## config.mk

```make
export PLATFORM = sky130hd
export DESIGN_NAME = ipv4_host_port_string_parser
export DESIGN_NICKNAME = d
export VERILOG_FILES = /design/src/rtl/iphp_pkg.sv /design/src/rtl/iphp_queue.sv /design/src/rtl/iphp_front.sv /design/src/rtl/iphp_back.sv /design/src/rtl/ipv4_host_port_string_parser.sv
export SDC_FILE = /design/constraint.sdc
export NUM_CORES = 1
export LEC_CHECK = 0
export ABC_AREA = 1
export BUFFER_PORTS_ARGS = -buffer_cell sky130_fd_sc_hd__buf_4
export CAP_MARGIN = 10
export CORE_MARGIN = 2
export CORE_UTILIZATION = 30
export CTS_BUF_LIST = sky130_fd_sc_hd__clkbuf_16
export DETAILED_ROUTE_END_ITERATION = 10
export GPL_ROUTABILITY_DRIVEN = 0
export PLACE_DENSITY = 0.42
export SLEW_MARGIN = 20
export SYNTH_ARGS = -nofsm -noshare
export SYNTH_HDL_FRONTEND = slang
export SYNTH_SLANG_ARGS = --single-unit
```

## constraint.sdc

```tcl
create_clock -name i_clk -period 8.3 [get_ports i_clk]
set_input_delay 1.66 -clock i_clk [delete_from_list [all_inputs] [get_ports i_clk]]
set_output_delay 1.66 -clock i_clk [all_outputs]
set_load 0.02 [all_outputs]
```

## src/rtl/iphp_pkg.sv

```systemverilog
// Shared types and constants for the IPv4 host:port text parser.
// No dependencies; used by every module of the block except iphp_queue.
`timescale 1ns / 1ps
`default_nettype none

package iphp_pkg;

    // Depth of the queue between the classifier and the parser.
    localparam int QUEUE_DEPTH = 2;

    // Character classes as seen by the parser.
    typedef enum logic [1:0] {
        KIND_DIGIT = 2'd0,
        KIND_DOT   = 2'd1,
        KIND_COLON = 2'd2,
        KIND_OTHER = 2'd3
    } t_kind;

    typedef struct packed {
        t_kind      kind;
        logic [3:0] digit;
        logic       last;
    } t_char_item;

    localparam int ITEM_W = $bits(t_char_item);

    typedef struct packed {
        logic [2:0]  status;
        logic [31:0] address;
        logic [15:0] port_number;
    } t_result;

    // Result status codes.
    localparam logic [2:0] ST_OK        = 3'd0;
    localparam logic [2:0] ST_NO_SEP    = 3'd1;
    localparam logic [2:0] ST_BAD_ADDR  = 3'd2;
    localparam logic [2:0] ST_EMPTY_PRT = 3'd3;
    localparam logic [2:0] ST_NON_NUM   = 3'd4;
    localparam logic [2:0] ST_TOO_BIG   = 3'd5;

    // ASCII codes.
    localparam logic [7:0] CH_ZERO  = 8'h30;
    localparam logic [7:0] CH_NINE  = 8'h39;
    localparam logic [7:0] CH_DOT   = 8'h2E;
    localparam logic [7:0] CH_COLON = 8'h3A;

    localparam logic [8:0] OCTET_LIMIT = 9'd256;
    localparam logic [2:0] DOTS_NEEDED = 3'd3;
    localparam logic [2:0] DOT_SAT     = 3'd7;
    localparam logic [1:0] DIGIT_SAT   = 2'd3;

    localparam int OUT_TDATA_W = 56;

endpackage

`default_nettype wire

```

## src/rtl/iphp_queue.sv

```systemverilog
// Small first-in first-out queue between the classifier and the parser.
// Generic in width and depth; no package dependency.
`timescale 1ns / 1ps
`default_nettype none

module iphp_queue #(
    parameter int DEPTH = 2,
    parameter int WIDTH = 8
) (
    input  wire logic             i_clk,
    input  wire logic             i_rst_n,
    input  wire logic             i_push,
    input  wire logic [WIDTH-1:0] i_data,
    output logic                  o_full,
    input  wire logic             i_pop,
    output logic                  o_valid,
    output logic      [WIDTH-1:0] o_data
);

    localparam int PTR_W = (DEPTH > 1) ? $clog2(DEPTH) : 1;
    localparam int CNT_W = $clog2(DEPTH + 1);

    logic [WIDTH-1:0] r_mem [DEPTH];
    logic [PTR_W-1:0] r_wr_ptr, n_wr_ptr;
    logic [PTR_W-1:0] r_rd_ptr, n_rd_ptr;
    logic [CNT_W-1:0] r_count, n_count;
    logic             do_push, do_pop;

    assign o_full  = (r_count == CNT_W'(DEPTH));
    assign o_valid = (r_count != '0);
    assign o_data  = r_mem[r_rd_ptr];
    assign do_push = i_push && !o_full;
    assign do_pop  = i_pop && o_valid;

    always_comb begin
        n_wr_ptr = r_wr_ptr;
        n_rd_ptr = r_rd_ptr;
        n_count  = r_count;
        if (do_push) begin
            n_wr_ptr = (r_wr_ptr == PTR_W'(DEPTH - 1)) ? '0 : r_wr_ptr + 1'b1;
        end
        if (do_pop) begin
            n_rd_ptr = (r_rd_ptr == PTR_W'(DEPTH - 1)) ? '0 : r_rd_ptr + 1'b1;
        end
        if (do_push && !do_pop) begin
            n_count = r_count + 1'b1;
        end else if (do_pop && !do_push) begin
            n_count = r_count - 1'b1;
        end
    end

    always_ff @(posedge i_clk) begin
        if (!i_rst_n) begin
            r_wr_ptr <= '0;
            r_rd_ptr <= '0;
            r_count  <= '0;
        end else begin
            r_wr_ptr <= n_wr_ptr;
            r_rd_ptr <= n_rd_ptr;
            r_count  <= n_count;
        end
    end

    always_ff @(posedge i_clk) begin
        if (do_push) begin
            r_mem[r_wr_ptr] <= i_data;
        end
    end

endmodule

`default_nettype wire

```

## src/rtl/iphp_front.sv

```systemverilog
// Input side of the parser: takes characters and sorts them into classes.
// Depends on iphp_pkg.
`timescale 1ns / 1ps
`default_nettype none

module iphp_front (
    input  wire logic               i_s_tvalid,
    output logic                    o_s_tready,
    input  wire logic [7:0]         i_s_tdata,
    input  wire logic               i_s_tlast,
    input  wire logic               i_full,
    output logic                    o_push,
    output iphp_pkg::t_char_item    o_item
);

    logic is_digit;
    logic [7:0] offset;

    assign is_digit = (i_s_tdata >= iphp_pkg::CH_ZERO) && (i_s_tdata <= iphp_pkg::CH_NINE);
    assign offset   = i_s_tdata - iphp_pkg::CH_ZERO;

    assign o_s_tready = !i_full;
    assign o_push     = i_s_tvalid && !i_full;

    always_comb begin
        o_item.last  = i_s_tlast;
        o_item.digit = is_digit ? offset[3:0] : 4'd0;
        if (is_digit) begin
            o_item.kind = iphp_pkg::KIND_DIGIT;
        end else if (i_s_tdata == iphp_pkg::CH_DOT) begin
            o_item.kind = iphp_pkg::KIND_DOT;
        end else if (i_s_tdata == iphp_pkg::CH_COLON) begin
            o_item.kind = iphp_pkg::KIND_COLON;
        end else begin
            o_item.kind = iphp_pkg::KIND_OTHER;
        end
    end

endmodule

`default_nettype wire

```

## src/rtl/iphp_back.sv

```systemverilog
// Parser core: applies classified characters to the host and port state and
// holds the finished result in an output register. Depends on iphp_pkg.
`timescale 1ns / 1ps
`default_nettype none

module iphp_back (
    input  wire logic                        i_clk,
    input  wire logic                        i_rst_n,
    input  wire logic                        i_q_valid,
    input  wire logic [iphp_pkg::ITEM_W-1:0] i_q_item,
    output logic                             o_pop,
    input  wire logic                        i_m_tready,
    output logic                             o_m_tvalid,
    output iphp_pkg::t_result                o_result
);

    iphp_pkg::t_char_item item;

    logic [8:0]  r_oct_value,  n_oct_value;
    logic [1:0]  r_oct_digits, n_oct_digits;
    logic [2:0]  r_dot_count,  n_dot_count;
    logic [31:0] r_addr_shift, n_addr_shift;
    logic        r_host_bad,   n_host_bad;
    logic        r_colon_seen, n_colon_seen;
    logic [32:0] r_port_accum, n_port_accum;
    logic        r_port_digit, n_port_digit;
    logic        r_port_bad,   n_port_bad;
    logic        r_out_valid,  n_out_valid;
    iphp_pkg::t_result r_result, n_result;

    logic [11:0] oct_ext, oct_calc;
    logic [35:0] port_ext, port_calc;
    logic [2:0]  dot_inc;
    logic        fire_last;

    assign item      = iphp_pkg::t_char_item'(i_q_item);
    assign o_pop     = i_q_valid && (!item.last || !r_out_valid || i_m_tready);
    assign fire_last = o_pop && item.last;

    // Multiply by ten as two shifted adds.
    assign oct_ext   = {3'b000, r_oct_value};
    assign oct_calc  = (oct_ext << 3) + (oct_ext << 1) + {8'd0, item.digit};
    assign port_ext  = {3'b000, r_port_accum};
    assign port_calc = (port_ext << 3) + (port_ext << 1) + {32'd0, item.digit};
    assign dot_inc   = (r_dot_count < iphp_pkg::DOT_SAT) ? r_dot_count + 1'b1 : r_dot_count;

    always_comb begin
        n_oct_value  = r_oct_value;
        n_oct_digits = r_oct_digits;
        n_dot_count  = r_dot_count;
        n_addr_shift = r_addr_shift;
        n_host_bad   = r_host_bad;
        n_colon_seen = r_colon_seen;
        n_port_accum = r_port_accum;
        n_port_digit = r_port_digit;
        n_port_bad   = r_port_bad;
        n_result     = r_result;

        if (o_pop) begin
            if (item.kind == iphp_pkg::KIND_COLON) begin
                if (r_colon_seen) begin
                    // A later colon folds the earlier one into the host part.
                    n_host_bad = 1'b1;
                end else begin
                    if (r_oct_digits == 2'd0 || r_dot_count != iphp_pkg::DOTS_NEEDED) begin
                        n_host_bad = 1'b1;
                    end
                    n_addr_shift = {r_addr_shift[23:0], r_oct_value[7:0]};
                    n_colon_seen = 1'b1;
                end
                n_port_accum = '0;
                n_port_digit = 1'b0;
                n_port_bad   = 1'b0;
            end else if (r_colon_seen) begin
                if (item.kind == iphp_pkg::KIND_DIGIT) begin
                    if (|port_calc[35:32]) begin
                        n_port_bad   = 1'b1;
                        n_port_accum = {1'b1, 32'd0};
                    end else begin
                        n_port_accum = port_calc[32:0];
                    end
                    n_port_digit = 1'b1;
                end else begin
                    n_port_bad = 1'b1;
                end
            end else begin
                case (item.kind)
                    iphp_pkg::KIND_DIGIT: begin
                        // A zero followed by more digits is a leading zero.
                        if (r_oct_digits == 2'd1 && r_oct_value == 9'd0) begin
                            n_host_bad = 1'b1;
                        end
                        if (oct_calc >= {3'b000, iphp_pkg::OCTET_LIMIT}) begin
                            n_host_bad  = 1'b1;
                            n_oct_value = iphp_pkg::OCTET_LIMIT;
                        end else begin
                            n_oct_value = oct_calc[8:0];
                        end
                        if (r_oct_digits < iphp_pkg::DIGIT_SAT) begin
                            n_oct_digits = r_oct_digits + 1'b1;
                        end
                    end
                    iphp_pkg::KIND_DOT: begin
                        if (r_oct_digits == 2'd0 || dot_inc > iphp_pkg::DOTS_NEEDED) begin
                            n_host_bad = 1'b1;
                        end
                        n_dot_count  = dot_inc;
                        n_addr_shift = {r_addr_shift[23:0], r_oct_value[7:0]};
                        n_oct_value  = '0;
                        n_oct_digits = '0;
                    end
                    default: begin
                        n_host_bad = 1'b1;
                    end
                endcase
            end
        end

        if (fire_last) begin
            n_result.address     = '0;
            n_result.port_number = '0;
            if (!n_colon_seen) begin
                n_result.status = iphp_pkg::ST_NO_SEP;
            end else if (n_host_bad) begin
                n_result.status = iphp_pkg::ST_BAD_ADDR;
            end else begin
                n_result.address = n_addr_shift;
                if (!n_port_digit && !n_port_bad) begin
                    n_result.status = iphp_pkg::ST_EMPTY_PRT;
                end else if (n_port_bad) begin
                    n_result.status = iphp_pkg::ST_NON_NUM;
                end else if (|n_port_accum[32:16]) begin
                    n_result.status = iphp_pkg::ST_TOO_BIG;
                end else begin
                    n_result.status      = iphp_pkg::ST_OK;
                    n_result.port_number = n_port_accum[15:0];
                end
            end
            // Start fresh for the next text.
            n_oct_value  = '0;
            n_oct_digits = '0;
            n_dot_count  = '0;
            n_addr_shift = '0;
            n_host_bad   = 1'b0;
            n_colon_seen = 1'b0;
            n_port_accum = '0;
            n_port_digit = 1'b0;
            n_port_bad   = 1'b0;
        end

        n_out_valid = (r_out_valid && !i_m_tready) || fire_last;
    end

    always_ff @(posedge i_clk) begin
        if (!i_rst_n) begin
            r_oct_value  <= '0;
            r_oct_digits <= '0;
            r_dot_count  <= '0;
            r_addr_shift <= '0;
            r_host_bad   <= 1'b0;
            r_colon_seen <= 1'b0;
            r_port_accum <= '0;
            r_port_digit <= 1'b0;
            r_port_bad   <= 1'b0;
            r_out_valid  <= 1'b0;
        end else begin
            r_oct_value  <= n_oct_value;
            r_oct_digits <= n_oct_digits;
            r_dot_count  <= n_dot_count;
            r_addr_shift <= n_addr_shift;
            r_host_bad   <= n_host_bad;
            r_colon_seen <= n_colon_seen;
            r_port_accum <= n_port_accum;
            r_port_digit <= n_port_digit;
            r_port_bad   <= n_port_bad;
            r_out_valid  <= n_out_valid;
        end
    end

    always_ff @(posedge i_clk) begin
        r_result <= n_result;
    end

    assign o_m_tvalid = r_out_valid;
    assign o_result   = r_result;

endmodule

`default_nettype wire

```

## src/rtl/ipv4_host_port_string_parser.sv

```systemverilog
// Top level of the IPv4 "a.b.c.d:port" text parser.
// Depends on iphp_pkg, iphp_front, iphp_queue and iphp_back.
//
//  Channel | Dir | Handshake               | Payload
//  --------+-----+-------------------------+-----------------------------------------
//  s       | in  | i_s_tvalid / o_s_tready | tdata = char_code, tlast = last_char
//  m       | out | o_m_tvalid / i_m_tready | tdata = status, address, port_number
//
// One character item is taken per clock cycle while the queue has room; the
// parser core applies each character as it pops it from the queue. The result
// of a text is offered once its final character has passed through the queue
// and the core has registered the result as it consumed that item.
// Reset (i_rst_n low, synchronous) empties the queue and clears all parse state.
// A stalled output only blocks the core when a new result is ready to replace
// the one still held; the queue then fills and o_s_tready falls.
`timescale 1ns / 1ps
`default_nettype none

module ipv4_host_port_string_parser #(
    parameter int QUEUE_DEPTH = iphp_pkg::QUEUE_DEPTH
) (
    input  wire logic                             i_clk,
    input  wire logic                             i_rst_n,
    // Input stream.
    input  wire logic                             i_s_tvalid,
    output logic                                  o_s_tready,
    input  wire logic [7:0]                       i_s_tdata,  // [7:0] char_code
    input  wire logic                             i_s_tlast,  // last_char
    // Output stream.
    output logic                                  o_m_tvalid,
    input  wire logic                             i_m_tready,
    // [2:0] status, [34:3] address, [50:35] port_number, [55:51] zero
    output logic [iphp_pkg::OUT_TDATA_W-1:0]      o_m_tdata
);

    // Classified characters travel from the front end through the queue.
    iphp_pkg::t_char_item          push_item;
    logic                          push;
    logic                          q_full;
    logic                          q_valid;
    logic [iphp_pkg::ITEM_W-1:0]   q_item;
    logic                          pop;
    iphp_pkg::t_result             result;

    iphp_front u_front (
        .i_s_tvalid (i_s_tvalid),
        .o_s_tready (o_s_tready),
        .i_s_tdata  (i_s_tdata),
        .i_s_tlast  (i_s_tlast),
        .i_full     (q_full),
        .o_push     (push),
        .o_item     (push_item)
    );

    iphp_queue #(
        .DEPTH (QUEUE_DEPTH),
        .WIDTH (iphp_pkg::ITEM_W)
    ) u_queue (
        .i_clk   (i_clk),
        .i_rst_n (i_rst_n),
        .i_push  (push),
        .i_data  (push_item),
        .o_full  (q_full),
        .i_pop   (pop),
        .o_valid (q_valid),
        .o_data  (q_item)
    );

    iphp_back u_back (
        .i_clk      (i_clk),
        .i_rst_n    (i_rst_n),
        .i_q_valid  (q_valid),
        .i_q_item   (q_item),
        .o_pop      (pop),
        .i_m_tready (i_m_tready),
        .o_m_tvalid (o_m_tvalid),
        .o_result   (result)
    );

    // Fields packed from the lowest bit up, padded to whole bytes.
    assign o_m_tdata = {5'd0, result.port_number, result.address, result.status};

endmodule

`default_nettype wire

```

== Word level (Yosys, flattened, before mapping) ==
Memories as Yosys holds them, arrays and structs flattened. A register that Yosys moved wholly into a read port is not among the register bits.
Index checks and enable logic that the tools add are counted.

* Register bits: 139
* Memory bits (writable): 14
* Bits in latches: 0
* Word-level logic and storage cells: 137
* Bits in read-only memories: 0
* Output and inout bits: 58
* Memories kept: 1
* Input bits: 13

* Reduce and logical (&&, ||, !) cells: 39
* Shift-type cells: 0
* Div/mod/pow operators: 0
* Mux-type cells: 51
* $mul: 0
* Add/sub/neg operators: 11
* $lt $le $gt $ge: 6
* Equality and inequality tests: 8
* Bitwise logic cells: 4

{| class="wikitable"
|+ Memory list
! name !! words !! width !! rd ports !! clocked after Yosys merged registers in !! write ports !! RTL line !! source
|-
| u_queue.r_mem || 2 || 7 || 1 || 1 || 1 || iphp_queue.sv:23 || <nowiki>logic [WIDTH-1:0] r_mem [DEPTH];</nowiki>
|}

{| class="wikitable"
|+ Operator list
! kind !! count
|-
| $mux W33 || 5
|-
| $mux W32 || 5
|-
| $add A36 B34 Y36 || 1
|-
| $add A36 B4 Y36 || 1
|-
| $mux W1 || 26
|-
| $reduce_or A21 Y1 || 1
|-
| $pmux W9 S2 || 1
|-
| $reduce_or A17 Y1 || 1
|-
| $eq A8 B6 Y1 const B || 2
|-
| $mux W2 || 7
|-
| $add A12 B10 Y12 || 1
|-
| $add A12 B4 Y12 || 1
|-
| $ge A12 B9 Y1 const B || 1
|-
| $logic_and A1 B1 Y1 || 11
|-
| $logic_not A9 Y1 || 1
|-
| $mux W3 || 3
|-
| $mux W9 || 1
|-
| $ge A8 B6 Y1 const B || 1
|-
| $le A8 B6 Y1 const B || 1
|-
| $logic_not A1 Y1 || 8
|-
| $reduce_and A4 Y1 || 2
|-
| $reduce_bool A2 Y1 || 3
|-
| $logic_or A1 B1 Y1 || 5
|-
| $reduce_and A5 Y1 || 1
|-
| 20 further kinds || 29
|}

== Depth between registers and ports, before layout ==
Gate-level depths: netlist of the first run.

* Depth after elaboration: 13
* Gate-level depth with buffers: 30

== Cells and area by module ==
From an unflattened synthesis of the first run, not the netlist that was laid out.

* Cell total of the unflattened synthesis: 1303
* Area, all modules: 9883.2 µm²

{| class="wikitable"
|+ Modules (own cells, without submodules)
! module !! sequential area each (µm²) !! times used !! cells each !! area each (µm²)
|-
| iphp_back || 3213.1 || 1 || 1208 || 8954.8
|-
| iphp_queue || 520.5 || 1 || 59 || 752.0
|-
| iphp_front || 0.0 || 1 || 30 || 135.1
|-
| ipv4_host_port_string_parser || 0.0 || 1 || 6 || 41.3
|}

== Least setup slack after synthesis of the first run ==
Ideal clock, no wire load.

* Path kind: register to register
* Start: register with a tool-made name
* End: register u_back.r_result (netlist bit u_back.o_result[11]) (data pin)
* Slack: 4.424 ns
* Required time: 8.037 ns
* Data arrival time: 3.613 ns
* Cell stages (with the launch flop): 29
* Cells stage by stage: dfxtp_1 -> inv_2 -> or2_2 -> o21ai_0 -> fa_1 -> inv_1 -> ha_1 -> nand3_1 -> nand3_1 -> nand2_1 -> nand2_1 -> nand2_1 -> nand2_2 -> nand2_1 -> nand2_1 -> nand2_1 -> nand2_1 -> nor2_4 -> buf_2 -> nand4_1 -> nand2_1 -> nand2_1 -> nand2_1 -> nor2_1 -> nand2_1 -> nor2_4 -> nand4_4 -> buf_6 -> nor2_4

{| class="wikitable"
|+ RTL lines
! what !! RTL line !! source
|-
| end signal, assigned || iphp_back.sv:181 || <nowiki>r_result <= n_result;</nowiki>
|-
| end, declared || iphp_back.sv:29 || <nowiki>iphp_pkg::t_result r_result, n_result;</nowiki>
|}

==> results, run 1 <==
- Of the total power, the share spent switching nets is 0.4165.
- After the first detailed-routing iteration, the DRC count stood at 530.
- The clock reaches the later pin of the worst-skew pair after 0.44 ns.
- Summing over every cut layer, the via total after detailed routing is 8,924.
- The detailed placer's ending HPWL is 22,020 um.
- The number of instances on the worst hold path is 1.
- The flow ran to the end, and the final reports show no timing, DRC or antenna violations.
- For this design the static power due to leakage is about 0.0055 uW.
- The library cell contributing the largest single delay on the critical path is fa_1.
- The final max-slew violation count is 0.
- The I/O pin count is 71.
- In this run the cell area of the synthesized design comes to just over 10,000 sq um.
- The critical setup path kind is register to register.
- The layout has 3,588 filler cells.
- Of the total power, combinational logic draws 0.375.
- The first global-routing pass estimated 47,610 um of wire.
- The worst-case clock buffer depth is 2.
- The post-synthesis instance total is 1,368.
- Setup violations remaining at the end of the flow were counted as 0.
- Headroom to the max-slew limit came out at 0.3960.
- STA puts the critical path data arrival time at 5.30 ns.
- The number of clock sinks is 154.
- In this run the vertical extent of the chip is 189.0 um.
- The top flip-flop cell by instance count after synthesis is dfxtp_1.
- The Yosys step of the flow raised 0 warnings.
- The synthesized design contains 65 enable-type register cells.
- The peak clock frequency supported by timing is just under 0.2 GHz.
- The final-stage net count is 1,525.
- For this configuration, the core starts out at a cell density of 0.3054.
- For this run, asynchronously set or reset flops after synthesis account for 0.
- Synthesis inferred 154 register bits.
- The number of iterations in the first detailed-routing pass is 5.
- Dividing the final minimum period by the clock period gives 0.6064.
- STA puts the critical path data required time at roughly 8.6 ns.
- The number of distinct library cells after synthesis is 56.
- The area of the placeable core is 33,620 sq um.
- In the detailed route, the total length drawn on met2 is 12,880 um.
- The final core area utilization is 0.3498.
- The sequential share of power is 0.366.
- The non-filler instance count after layout is 1,881.
- The routed length on met3 is 988 um.
- In the post-synthesis netlist, the biggest area contributors are edfxtp_1 (19%), dfxtp_1 (17%), nand2_1 (12%), ha_1 (11%), inv_1 (6.4%).
- The number of global-route vias before repair is 8,725.
- TritonCTS built the clock tree.
- For this run, the register share of the synthesized area comes to 0.3637.
- Clock-pin slew was measured on the worst setup and hold paths at 0.07 ns.
- The root buffer cell chosen for the clock tree is clkbuf_16.
- Across the run, the number of max-cap violations was 0.
- The number of placement rows is 67.
- Entering global routing, the biggest net connects 81 pins.
- Of the cells placed in the final design, the portion with a size suffix greater than 1 is 0.1242.
- The worst setup path is launched from a register.
- Input and output buffers added on the ports amount to 65.
- The number of buffers inserted during clock tree synthesis is 17.
- The post-route clock skew is around 0.025 ns.
- Setup repair after global routing left no endpoint under its margin.
- For this run, the slowest stage of the critical path takes roughly 0.52 ns.
- Post-CTS repair changed the size of 0 cells.
- The die width is approximately 190 um.
- After routing, the total negative slack on setup checks comes to 0 ns.
- The number of cells on the worst reg-to-reg path is 23.
- The total overflow left after global routing is 0.
- The area of the die is 35,710 sq um.
- The total global routing track utilization is 0.1695.
- For the finished layout, the period the worst path requires is 5.033 ns.
- The hold buffer count at CTS is 0.
- The worst register-to-register path has a setup slack of 3.27 ns.
- The initial antenna violation count was 0.
- The worst setup path is captured at a register.
- Traced cell by cell, the critical path runs through inv_2, or2_2, o21ai_0, fa_1, inv_1, ha_1, nand3_1, nand3_1, nand2_1, nand2_1, nand2_1, nand2_2, nand2_1, nand2_1, nand2_1, nand2_1, nor2_4, nand2_4, nor2_1, o21bai_1, nor3_2, nand4_4, nor2_1.
- The residual antenna-violating net count after detailed routing is 0.
- The number of placed instances, taps included, is about 1,800.
- The via density per instance is between 4 and 5.
- In this run the power density over the cells is 251.5 nW/um^2.
- The biggest fanout along the worst timing path is 16.
- The hold violation count in the final report is 0.
- The tightest min-delay check is of the register to register type.
- The share of synthesized area in the top cell type comes to 0.1902.
- The total wire length after detailed routing is approximately 30,000 um.
- edfxtp_1 takes more of the synthesized area than any other cell.
- For this block, wires on met1 add up to 15,120 um.
- The clock power share is 0.259.
- Relative to the synthesized area, the layout overhead comes to 14.55%.
- The uppermost signal routing layer after detailed routing is met4.
- The average wire per cell in the routed design is 15.51 um.
- The end of the worst register-to-register path is u_back.o_result[13].
- For this run, design rule violations remaining after detail routing come to 0.
- The number of levels in the clock H-tree is 4.
- For the pin with the worst max-slew slack, the measured transition is 0.9060 ns.
- The worst hold path terminates at u_queue.r_rd_ptr.
- Once the clock tree was built, the setup fixing pass inserted 0 buffers.
- The count of antenna diodes in the layout is 0.
- The average instance area after synthesis is around 7.5 sq um.
- The cell that appears most often on the critical path is nand2_1.
- The worst-case IR drop observed on VDD is 0.1498 mV.
- The internal power is 1725 uW.
- The worst hold path begins at u_queue.r_rd_ptr.
- The net switching power of the design is 1232 uW.
## cell families after synthesis
kind of cell,share of synthesized area
XOR/XNOR,0.01536
buffers and inverters,0.08935
AO/OA/AOI/OAI,0.1496
flip-flops,0.3637
adder cells (fa/ha/maj),0.1151
AND/OR/NAND/NOR,0.2666
other,0.0003653
## how the worst max path moves through the flow
stage / slack (ns) / depth (start not counted) / startpoint / endpoint
2_1_floorplan: 4.42 / 28 / register / u_back.o_result[11]
3_3_place_gp: 3.53 / 23 / register / u_back.o_result[13]
3_5_place_dp: 3.30 / 23 / register / u_back.o_result[13]
4_1_cts: 3.29 / 23 / register / u_back.o_result[13]
5_1_grt: 2.69 / 23 / register / u_back.o_result[12]
6_report: 3.27 / 23 / register / u_back.o_result[13]
## power by group through the flow
stage	sequential, uW	clock, uW	combinational [uW]
after floorplan	1160	0	661
after global placement	1100	0	1130
after detailed placement	1100	0	1130
after CTS	1090	790	1130
after global routing	1100	817	1250
final	1080	767	1110
## layout make-up
type / instances / area (sq um) / share of cell area
flip-flops and latches: 154 / 3734 / 0.3175
inverters: 187 / 704.4 / 0.05991
clock buffers: 17 / 425.4 / 0.03618
repair buffers: 72 / 540.5 / 0.04597
well taps: 448 / 560.5 / 0.04767
multi-input cells: 988 / 5655 / 0.4810
clock inverters: 15 / 138.9 / 0.01181
## stage by stage
step / area (sq um) / worst slack (ns) / total power (uW) / hold WS, ns
after detailed placement: 11190 / 3.302 / 2227 / 0.4423
final: 11760 / 3.267 / 2957 / 0.4591
after global placement: 11190 / 3.528 / 2228 / 0.4406
after global routing: 11760 / 2.692 / 3170 / 0.4648
after floorplan: 10280 / 4.424 / 1818 / 0.4255
after CTS: 11760 / 3.288 / 3004 / 0.4609
## routing by layer
layer  GRT usage  vias to the layer above
li1            -                     4637
met3     0.02410                        7
met5           0                        -
met1      0.2461                     4117
met4     0.03786                        0
met2      0.2651                      163
## synthesized netlist by cell type, types with 2 or more instances
master	count
a211oi_1	4
a21boi_0	2
a21o_1	3
a21oi_1	108
a221oi_1	29
a22o_1	4
a22oi_1	14
a31oi_1	6
and2_1	2
buf_1	2
buf_2	5
buf_4	6
buf_6	3
clkbuf_1	27
clkinv_1	2
dfxtp_1	89
edfxtp_1	65
fa_1	4
ha_1	88
inv_1	176
inv_2	8
nand2_1	317
nand2_2	4
nand3_1	39
nand3b_1	4
nand4_1	18
nor2_1	159
nor2_2	2
nor2_4	16
nor3_1	14
nor4_1	2
o211ai_1	3
o21ai_0	61
o21ai_1	3
o21bai_1	10
o41ai_1	2
or2_1	2
or2_2	31
xnor2_1	10
xor2_1	8
## cells in the final DEF, fill, tap and decap left out, drive strengths merged
master,instances
nand2,322
inv,192
nor2,178
a21oi,109
dfxtp,89
ha,88
buf,72
edfxtp,65
o21ai,65
nand3,40
or2,33
a221oi,29
nand4,19
clkbuf,17
nor3,15
a22oi,14
xnor2,10
o21bai,10
xor2,8
a31oi,6
clkinv,6
conb,5
nand3b,4
a22o,4
a211oi,4
fa,4
a21boi,4
a21o,3
o211ai,3
clkinvlp,3
nor4,3
and2,2
o41ai,2
nor3b,1
o22ai,1
o31ai,1
a32o,1
bufinv,1
## sequential cells by signal, summed over array words and instances (netlist names), named ones only
name and count:
u_back.o_result 51, u_back.r_port_accum 33, u_back.r_addr_shift 32, u_queue.r_mem 14, u_back.r_oct_value 9, u_back.r_dot_count 3, u_back.r_oct_digits 2, u_queue.r_count 2
u_back.o_m_tvalid 1, u_back.r_colon_seen 1, u_back.r_host_bad 1, u_back.r_port_bad 1, u_back.r_port_digit 1, u_queue.r_rd_ptr 1, u_queue.r_wr_ptr 1
## worst max-delay path: cells and delay by family, from the launching register on
| kind | cells | cell delay, ns |
|---|---|---|
| compound gates | 2 | 0.40 |
| flops | 1 | 0.47 |
| buf+inv | 2 | 0.22 |
| simple gates | 17 | 2.96 |
| fa+ha+maj | 2 | 0.77 |
Note: power is estimated with default switching activity, not from simulation.
==> run 2: changes to the inputs <==
- PLACE_DENSITY: 0.42 -> 0.44
- clock period: 8.3 -> 4.1 ns (I/O delays scaled with it)
==> run 2 against run 1 <==
Largest cell class unchanged. Hold slack about the same. Flip-flop and latch count unchanged. Sequential share of layout area fell by 1.5 points. Final area up 5.0%. Combinational power increased by 120%. Global-route usage is 0.31 points lower.
==> results, run 2 (same netlist as run 1, synthesis figures left out) <==
- The flow ran to the end, and the final reports show no timing, DRC or antenna violations.
- During I/O placement, the number of pins put on the boundary was 71.
- The kind of path behind the tightest hold check is register to register.
- The number of max-cap violations is 0.
- The biggest fanout along the worst timing path is 8.
- The clock transition at the registers of the reported paths is around 0.070 ns.
- Summing all multi-input logic gate instances after layout gives 5827 sq um.
- The detailed route wirelength on metal2 is 13,450 um.
- The number of global-route vias before repair was around 8,700.
- The global-route wire length before repair is ~47,000 um.
- The hold violation count in the final report came to 0.
- The type of element capturing the critical path is a register.
- The total global routing overflow is 0.
- The clock arrives with 0.01535 ns of skew.
- The via count of the routed design is 9,186.
- The number of clock sinks is approximately 150.
- The detailed placer's ending HPWL is ~23,000 um.
- The clock tree synthesis step divided the H-tree into 4 levels.
- The post-route DRC violation count is 0.
- In the finished design, the share of the clock period the worst path needs comes to 0.9425.
- 0 antenna diodes ended up in the layout.
- Across every metal layer, demand over resource in global routing totals 0.1663.
- The number of flip-flops in the largest register is 51.
- The total wire length after detailed routing is 29,780 um.
- The pre-antenna-repair detailed-routing pass consisted of 5 iterations.
- The die covers roughly 36,000 sq um.
- Across the VDD grid, the largest voltage drop is 0.2828 mV.
- The residual antenna-violating net count after detailed routing is 0.
- Based on the critical path, the design can be clocked at up to 0.2588 GHz.
- The average wire per cell in the routed design is 15.52 um.
- The later pin in the worst-skew pair is clocked with a latency of 0.43 ns.
- Data on the critical path is required at its endpoint by 4.39 ns.
- The critical setup path kind is register to register.
- The die is around 190 um wide.
- The tightest hold path in the finished design has a slack of approximately 0.46 ns.
- The sequential cell area in the final layout is 3735 sq um.
- The layout overhead on the synthesized area is 20.28%.
- The initial antenna violation count was 0.
- The headroom to the max-slew limit is 0.5349.
- Fill cells in the final layout number ~3,500.
- The total power is roughly 6000 uW.
- After the first detailed-routing iteration, the DRC count stood at 628.
- The final max-slew violation count is 0.
- The uppermost signal routing layer after detailed routing is met4.
- The initialized floorplan defines 67 standard-cell rows.
- The total leakage power is 0.005779 uW.
- In this run the tool buffered the top-level ports with 65 buffer cells.
- Clock tree synthesis selected as its root buffer the cell clkbuf_16.
- The most frequent standard cell in the layout excluding fill and tap cells is nand2_1.
- In the final routing, the length of wire on met1 measures 14,630 um.
- The nature of the critical path startpoint is a register.
- In this run the power density over the cells is 499.1 nW/um^2.
- The critical path data arrival time is 4.16 ns.
- The number of buffers inserted during clock tree synthesis is 17.
- The worst-margin pin slew is 0.6976 ns.
- The die is between 150 and 200 um tall.
- Entering global routing, the biggest net connects between 50 and 60 pins.
- The worst-case clock buffer depth is 2.
- After detailed routing, the number of vias per cell comes to 4.787.
- After floorplanning, the core was sized to cover 33,620 sq um.
- The fraction of final layout cells sized beyond drive strength 1 is 0.1781.
- The minimum period implied by the final worst setup slack is between 3 and 4 ns.
- The TritonCTS clock tree is yes.
- The final setup violation count is 0.
- The initial utilization of the core area, before any placement, comes to 0.3054.
- The final-stage net count is between 1,500 and 2,000.
- The routed length on met3 is 1130 um.
- The top cell types in the final layout, fill and taps aside, are nand2_1 (301), inv_1 (174), nor2_1 (151), a21oi_1 (104), buf_4 (102).
==> run 2: cell types whose count changed in the layout (fill, tap and decap cells not counted), moves of 5 or more <==
cell,delta
buf_4,+30
nand2_2,+13
nor2_1,-5
buf_12,+5
nand3_2,+7
nand3_1,-7
nor2_2,+5
nand2_1,-15
==> run 2: stage by stage <==
stage	setup slack, ns	cells	setup TNS [ns]	util	instance area, sq um
floorplan	0.2239	1372	0	-	10280
global placement	-0.04701	1880	-0.07827	0.3418	11490
detailed placement	-0.01517	1880	-0.01517	0.3418	11490
CTS	0.02903	1912	0	0.3591	12070
global route	-0.04053	1919	-0.4059	0.3673	12350
finish	0.2357	1919	0	0.3673	12350
==> run 2: area by class of cell <==
| class | instances | share of cell area |
|---|---|---|
| clock inverter | 15 | 0.01246 |
| clock buffer | 17 | 0.03445 |
| inverter | 187 | 0.05705 |
| sequential | 154 | 0.3025 |
| tap | 448 | 0.04540 |
| multi-input combinational | 988 | 0.4719 |
| timing repair buffer | 110 | 0.07621 |
==> run 2: path summary, 6_finish.rpt <==
path | start | endpoint | slack, ns | depth (start not counted)
max | register | u_back.o_result[4] | 0.24 | 27
min | u_queue.r_rd_ptr | u_queue.r_rd_ptr | 0.46 | 1
max reg2reg | register | u_back.o_result[4] | 0.24 | 27
min reg2reg | u_queue.r_rd_ptr | u_queue.r_rd_ptr | 0.46 | 1
==> run 2: power breakdown <==
group / switching (uW) / internal (uW)
combinational: 1610 / 793
clock: 722 / 860
sequential: 206 / 1980
==> run 2: worst max-delay path, stage by stage (launching register included) <==
cell and delay (ns):
dfxtp_2 0.34, inv_2 0.06, or2_4 0.11, o21ai_2 0.05
buf_4 0.14, fa_1 0.51, inv_2 0.06, fa_2 0.35
nand2_2 0.11, nand2_4 0.06, nand3b_1 0.08, nand2_1 0.08
nand2_1 0.08, nand2_2 0.08, nand2_2 0.09, nand2_1 0.05
nand2_1 0.07, nand2_2 0.06, nor2_4 0.18, nand2_4 0.12
nor2_4 0.11, o21ai_2 0.07, nor2_1 0.10, nand3_1 0.12
nor2_4 0.17, nand4_4 0.18, clkbuf_16 0.24, nor2_4 0.08
==> run 2: what timing repair did <==
action                                  4_1_cts  5_1_grt
gates resized for setup                       1       49
gates cloned                                  0        3
buffers inserted                              0        4
endpoints found under the setup margin        8       52
pin swaps                                     0       29
hold buffers                                  0        0
==> run 2: per-layer routing <==
layer,vias to the layer above,GRT usage
met2,172,0.2666
met4,0,0.04357
li1,4728,-
met1,4249,0.2322
met5,-,0
met3,37,0.02669
